<file path="src/rtl/core/quaternion_to_euler_angles_core_assert.svh">
// assertion macros for the quaternion to euler core
`ifndef QUATERNION_TO_EULER_ANGLES_CORE_ASSERT_SVH
`define QUATERNION_TO_EULER_ANGLES_CORE_ASSERT_SVH
// implication checked on every rising clock edge outside reset
`define Q2E_ASSERT_IMP(label, clk, rst_n, ante, cons) \
  label: assert property (@(posedge clk) disable iff (!rst_n) (ante) |-> (cons)) \
    else $error("assertion failed");
// next-cycle implication checked outside reset
`define Q2E_ASSERT_NEXT(label, clk, rst_n, ante, cons) \
  label: assert property (@(posedge clk) disable iff (!rst_n) (ante) |=> (cons)) \
    else $error("assertion failed");
`endif

</file>
<file path="src/rtl/core/q2e_isqrt.sv">
// pipelined restoring square root, one result bit per stage
`default_nettype none
module q2e_isqrt #(
  parameter int unsigned Latency = 31,
  parameter int unsigned TagW = 1
) (
  input  wire logic              clk_i,
  input  wire logic              en_i,
  input  wire logic [61:0]       rad_i,
  input  wire logic [TagW-1:0]   tag_i,
  output logic [30:0]            root_o,
  output logic [TagW-1:0]        tag_o
);
  // one result bit per stage, radicand < 2^62
  logic [61:0] rem_q [Latency+1];
  logic [30:0] res_q [Latency+1];
  logic [TagW-1:0] tag_q [Latency+1];

  always_comb begin
    rem_q[0] = rad_i;
    res_q[0] = '0;
    tag_q[0] = tag_i;
  end

  for (genvar g = 0; g < Latency; g++) begin : g_stage
    logic [61:0] rem_d;
    logic [30:0] res_d;
    logic [32:0] trial;
    logic [32:0] part;
    always_comb begin
      part  = 33'(rem_q[g] >> (2 * (30 - g)));
      trial = {res_q[g], 2'b01};
      rem_d = rem_q[g];
      res_d = {res_q[g][29:0], 1'b0};
      if (part >= trial) begin
        rem_d = rem_q[g] - (62'(trial) << (2 * (30 - g)));
        res_d = {res_q[g][29:0], 1'b1};
      end
    end
    logic [61:0] rem_r;
    logic [30:0] res_r;
    logic [TagW-1:0] tag_r;
    always_ff @(posedge clk_i) begin
      if (en_i) begin
        rem_r <= rem_d;
        res_r <= res_d;
        tag_r <= tag_q[g];
      end
    end
    always_comb begin
      rem_q[g+1] = rem_r;
      res_q[g+1] = res_r;
      tag_q[g+1] = tag_r;
    end
  end

  assign root_o = res_q[Latency];
  assign tag_o  = tag_q[Latency];
endmodule
`default_nettype wire

</file>
<file path="config.mk">
export PLATFORM = sky130hd
export DESIGN_NAME = q2e_isqrt
export DESIGN_NICKNAME = d
export VERILOG_FILES = /design/src/rtl/core/quaternion_to_euler_angles_core_assert.svh /design/src/rtl/core/q2e_isqrt.sv
export SDC_FILE = /design/constraint.sdc
export NUM_CORES = 2
export LEC_CHECK = 0
export BUFFER_PORTS_ARGS = -buffer_cell sky130_fd_sc_hd__buf_2
export CORE_AREA = 2 2 514 516
export DETAILED_ROUTE_END_ITERATION = 8
export DIE_AREA = 0 0 516 518
export PLACE_DENSITY = 0.54
export SLEW_MARGIN = 20
export SYNTH_ARGS = -nofsm -noshare
export SYNTH_HDL_FRONTEND = slang
export SYNTH_SLANG_ARGS = --single-unit
</file>
<file path="constraint.sdc">
create_clock -name clk_i -period 4.8 [get_ports clk_i]
set_input_delay 0 -clock clk_i [delete_from_list [all_inputs] [get_ports clk_i]]
set_output_delay 0 -clock clk_i [all_outputs]
set_load 0.02 [all_outputs]
</file>
==> key figures <==
Global route
  – Number of global-route vias before repair: 57800
  – Remaining global-route overflow: 0
  – First-pass GRT wire length: 326000 µm
  – Layer carrying the most global-route usage: met2
  – Met1 track utilization from global routing: 0.196
  – Initial antenna violation count: 3
  – Maximum number of pins on one net before global-route repair: 155
  – Met3 global-route usage: 0.0219
  – Global-route usage over all layers: 0.153
  – Global Route met2 Usage: 0.264

Yosys
  – Main synth FF type: sky130_fd_sc_hd__edfxtp_1
  – Post-synth net total: 8061
  – Cells taking the most area after synthesis: sky130_fd_sc_hd__edfxtp_1, sky130_fd_sc_hd__ha_1, sky130_fd_sc_hd__xnor2_1
  – Post-synthesis share of cell area spent on xor and xnor gates: 0.0526
  – Mux share of post-synthesis cell area: 0.0101
  – Synth top area share: 0.657
  – Main combinational cell family by area after synthesis: compound AO/OA/AOI/OAI gates
  – Synth Register Bits: between 2000 and 2500
  – Number of library cell types mapped by synthesis: 86
  – Area fraction in and, or, nand and nor cells after synthesis: 0.0863
  – Cell area after synthesis: 0.0989 mm²
  – Number of flops mapped to enable cells by yosys: ~2200
  – Adder and majority cell fraction of the synthesized area: 0.0662
  – Cell taking the most area after synthesis: sky130_fd_sc_hd__edfxtp_1
  – Part of the Yosys area used for sequential elements: 0.657
  – Number of warnings printed during yosys synthesis: 0
  – Synthesized instance count: approximately 7500
  – Async SR Flop Fraction: 0
  – Syn avg cell area: 13.2 µm²
  – Share of the synthesized area in compound gates (AO/OA/AOI/OAI): 0.0991

Critical path
  – Startpoint type of the worst setup path: register
  – Start-to-end type of the worst setup path: reg2reg
  – Required time of the worst setup path: 5.43 ns
  – Peak fanout along the critical path: 37
  – Arrival time reported for the critical path endpoint: 4.72 ns
  – Type of element capturing the critical path: register
  – Standard cell with the maximum stage delay on the critical path: sky130_fd_sc_hd__nor3b_4
  – Delay of the slowest cell on the worst path: 0.57 ns
  – Cell chain of the critical path: ha_1 > a211o_1 > nor3_1 > a2111oi_2 > buf_4 > a2111oi_2 > or2_2 > nor2_1 > nor3b_4 > buf_4 > mux2_2

Hold path
  – Worst hold path type: in2reg

Clock tree
  – Worst-skew pair later-pin latency: 0.89 ns
  – Clock-pin slew on the worst setup and hold paths: 0.06 ns
  – H-Tree Level Count: 4
  – Setup repair bufs after CTS: 0
  – Num CTS Buffers: 235
  – Post-cts resize count: 0
  – Cell at the root of the clock tree: sky130_fd_sc_hd__clkbuf_16
  – CTS tree: yes
  – Clock sink count: 2162
  – Number of buffers on the longest clock path: 3

Routing
  – Routed len/inst: approximately 18 µm
  – Post-detailed-route count of antenna-violating nets: 0
  – Drt drc: 0
  – Drt first-iter violations: 3828
  – Mean number of vias per cell: 4.97
  – Final Routed Wirelength: approximately 210000 µm
  – Vias: 57800
  – Drt first pass iters: 9

Floorplanning
  – Die outline area: 0.267 mm²
  – Die width: 516 µm
  – Core ar.: 0.262 mm²
  – Initial standard-cell utilization of the core: 0.378
  – Core Rows: 188
  – Die Span Y: 518 µm
  – Number of ports placed on the die boundary: 97

Place
  – Placer Congestion: 0.874
  – Dpl cells: 11100
  – Number of input and output port buffers inserted: 96
  – Detail Placement HPWL: 148000 µm

Timing
  – Tightest Pin Transition: 1.02 ns
  – Period utilisation layout: 0.850
  – Worst rel slew slack: 0.322
  – Number of hold-slack violations in the final timing report: 0
  – RSZ-0062 raised after global routing: no
  – Pins Over Slew Limit: 0
  – Setup-failing EPs final: 0
  – Fmax achieved: 0.245 GHz
  – Clock Skews: 0.0503 ns
  – Final setup TNS: 0 ns
  – Min Tclk post-route: around 4.1 ns

Power and ir drop
  – Worst-case vdd ir drop: 0.000384 V
  – NetSw: 0.0163 W
  – Part of the total power dissipated in combinational logic: 0.215
  – Cell-internal power: 0.0397 W
  – Sw Share: 0.291
  – Sequential cell fraction of total power: 0.464
  – Total power divided by cell area: just under 500 mW/mm²
  – Leak pwr: between 40 and 50 nW
  – Proportion of power drawn by the clock network: 0.320

Cells and area
  – Post-layout utilization of the core: 0.433
  – Post-synthesis to final-layout area growth: 14.6%
  – Number of nets at the end of the flow: 8488
  – Post-layout instance count excluding filler cells: 11600
  – Share of post-route cells with drive strength above 1: 0.0810

Job
  – Max-cap violation count: 0

Run status
  – Status: complete, no violations
## layer usage
metal | vias to the layer above | wire, µm
li1 | 28500 | -
met1 | 27900 | 90300
met2 | 1027 | 102000
met3 | 354 | 7370
met4 | 0 | 7250
met5 | - | 0
## power groups by stage
stage               logic, W  registers (W)  clock network [W]
global route          0.0135         0.0262             0.0193
finish                0.0120         0.0260             0.0179
detailed placement    0.0119         0.0264                  0
floorplan            0.00887         0.0255                  0
global placement      0.0118         0.0264                  0
CTS                   0.0121         0.0260             0.0186
## cells in the final DEF (no fill, tap or decap), drive strengths merged, types with 45 or more instances in the layout
cell         instances
xor2               296
buf                183
nor4                62
a21o               200
nand3               95
xnor2              298
nor3               170
nor2b               73
a21oi              445
clkinv             118
a211oi              45
mux2                68
nand4               83
nor2               377
o21a                82
edfxtp            2162
nand2b             101
o21ai              474
or3                 57
clkbuf             274
o31ai               49
nand2              557
ha                 523
dlygate4sd3        128
inv                649
o21bai              52
## final timing paths
path                               from                     to  slack, ns  depth (start not counted)
setup / recovery  g_stage[26].rem_r[16]  g_stage[27].rem_r[25]       0.72                         11
hold / removal                     en_i   g_stage[4].rem_r[40]       0.26                          2
setup reg to reg  g_stage[26].rem_r[16]  g_stage[27].rem_r[25]       0.72                         11
hold reg to reg    g_stage[7].rem_r[18]   g_stage[8].rem_r[18]       0.40                          0
## what timing repair did
action | 4_1_cts | 5_1_grt
hold endpoints to repair | 600 | 0
setup endpoints to repair | 0 | 0
hold buffers | 128 | 0
## through the flow
step / hold WS [ns] / cell area [µm²] / setup WS [ns] / total power (W)
global route: 0.286 / 113000 / 0.323 / 0.0591
finish: 0.263 / 113000 / 0.719 / 0.0559
global placement: 0.176 / 104000 / 0.665 / 0.0382
detailed placement: 0.178 / 104000 / 0.665 / 0.0383
CTS: 0.248 / 113000 / 0.690 / 0.0567
floorplan: 0.0989 / 98900 / 1.47 / 0.0343
## cells by family (layout without fill, tap and decap cells)
kind of cell | Yosys count | after routing
multiplexers | 91 | 91
adder cells (fa/ha/maj) | 523 | 523
other | 0 | 4
AO/OA/AOI/OAI | 1583 | 1583
AND/OR/NAND/NOR | 1756 | 1756
XOR/XNOR | 594 | 594
flip-flops | 2162 | 2162
buffers and inverters | 764 | 1388
## cell usage after synthesis (11+ instances only)
cell                          n
sky130_fd_sc_hd__o211ai_1    22
sky130_fd_sc_hd__and4_1      13
sky130_fd_sc_hd__o21ai_0    468
sky130_fd_sc_hd__edfxtp_1  2162
sky130_fd_sc_hd__xor2_1     296
sky130_fd_sc_hd__nand4_1     83
sky130_fd_sc_hd__o21a_1      82
sky130_fd_sc_hd__a21oi_1    445
sky130_fd_sc_hd__o31ai_1     48
sky130_fd_sc_hd__or4_1       26
sky130_fd_sc_hd__nor2_1     377
sky130_fd_sc_hd__buf_1       14
sky130_fd_sc_hd__o41ai_1     13
sky130_fd_sc_hd__a21boi_0    19
sky130_fd_sc_hd__and3_1      40
sky130_fd_sc_hd__a21o_1     200
sky130_fd_sc_hd__xnor2_1    298
sky130_fd_sc_hd__nor2b_1     73
sky130_fd_sc_hd__a31oi_1     35
sky130_fd_sc_hd__a211oi_1    45
sky130_fd_sc_hd__buf_2       11
sky130_fd_sc_hd__or3_1       55
sky130_fd_sc_hd__nor3b_1     14
sky130_fd_sc_hd__mux2i_1     23
sky130_fd_sc_hd__and2_1      22
sky130_fd_sc_hd__o21bai_1    52
sky130_fd_sc_hd__or2_2       27
sky130_fd_sc_hd__nand3_1     95
sky130_fd_sc_hd__nor3_1     170
sky130_fd_sc_hd__clkbuf_1    95
sky130_fd_sc_hd__nand2b_1   101
sky130_fd_sc_hd__nor4_1      60
sky130_fd_sc_hd__a31o_2      13
sky130_fd_sc_hd__o31a_1      14
sky130_fd_sc_hd__mux2_2      68
sky130_fd_sc_hd__ha_1       523
sky130_fd_sc_hd__inv_1      643
sky130_fd_sc_hd__nand2_1    557
## sequential cells by signal, indices dropped and copies added (netlist names)
signal         cells
g_stage.rem_r   1635
tag_o              1
g_stage.res_r    465
root_o            31
g_stage.tag_r     30
## critical path: cells and delay by family (launching register included)
family | cells | cell delay [ns]
simple gates | 4 | 1.09
compound gates | 3 | 0.92
flops | 1 | 0.40
fa+ha+maj | 1 | 0.41
buf+inv | 2 | 0.62
mux | 1 | 0.39
## area by class of cell
class	instances	area [µm²]
clock buffers	274	6030
inverters	643	2410
multi-input cells	4547	31100
diodes	4	10.0
repair buffers	311	2640
well taps	3515	4400
clock inverters	160	1740
fillers	23800	148000
flip-flops and latches	2162	64900
(Power assumes the default switching activity.)
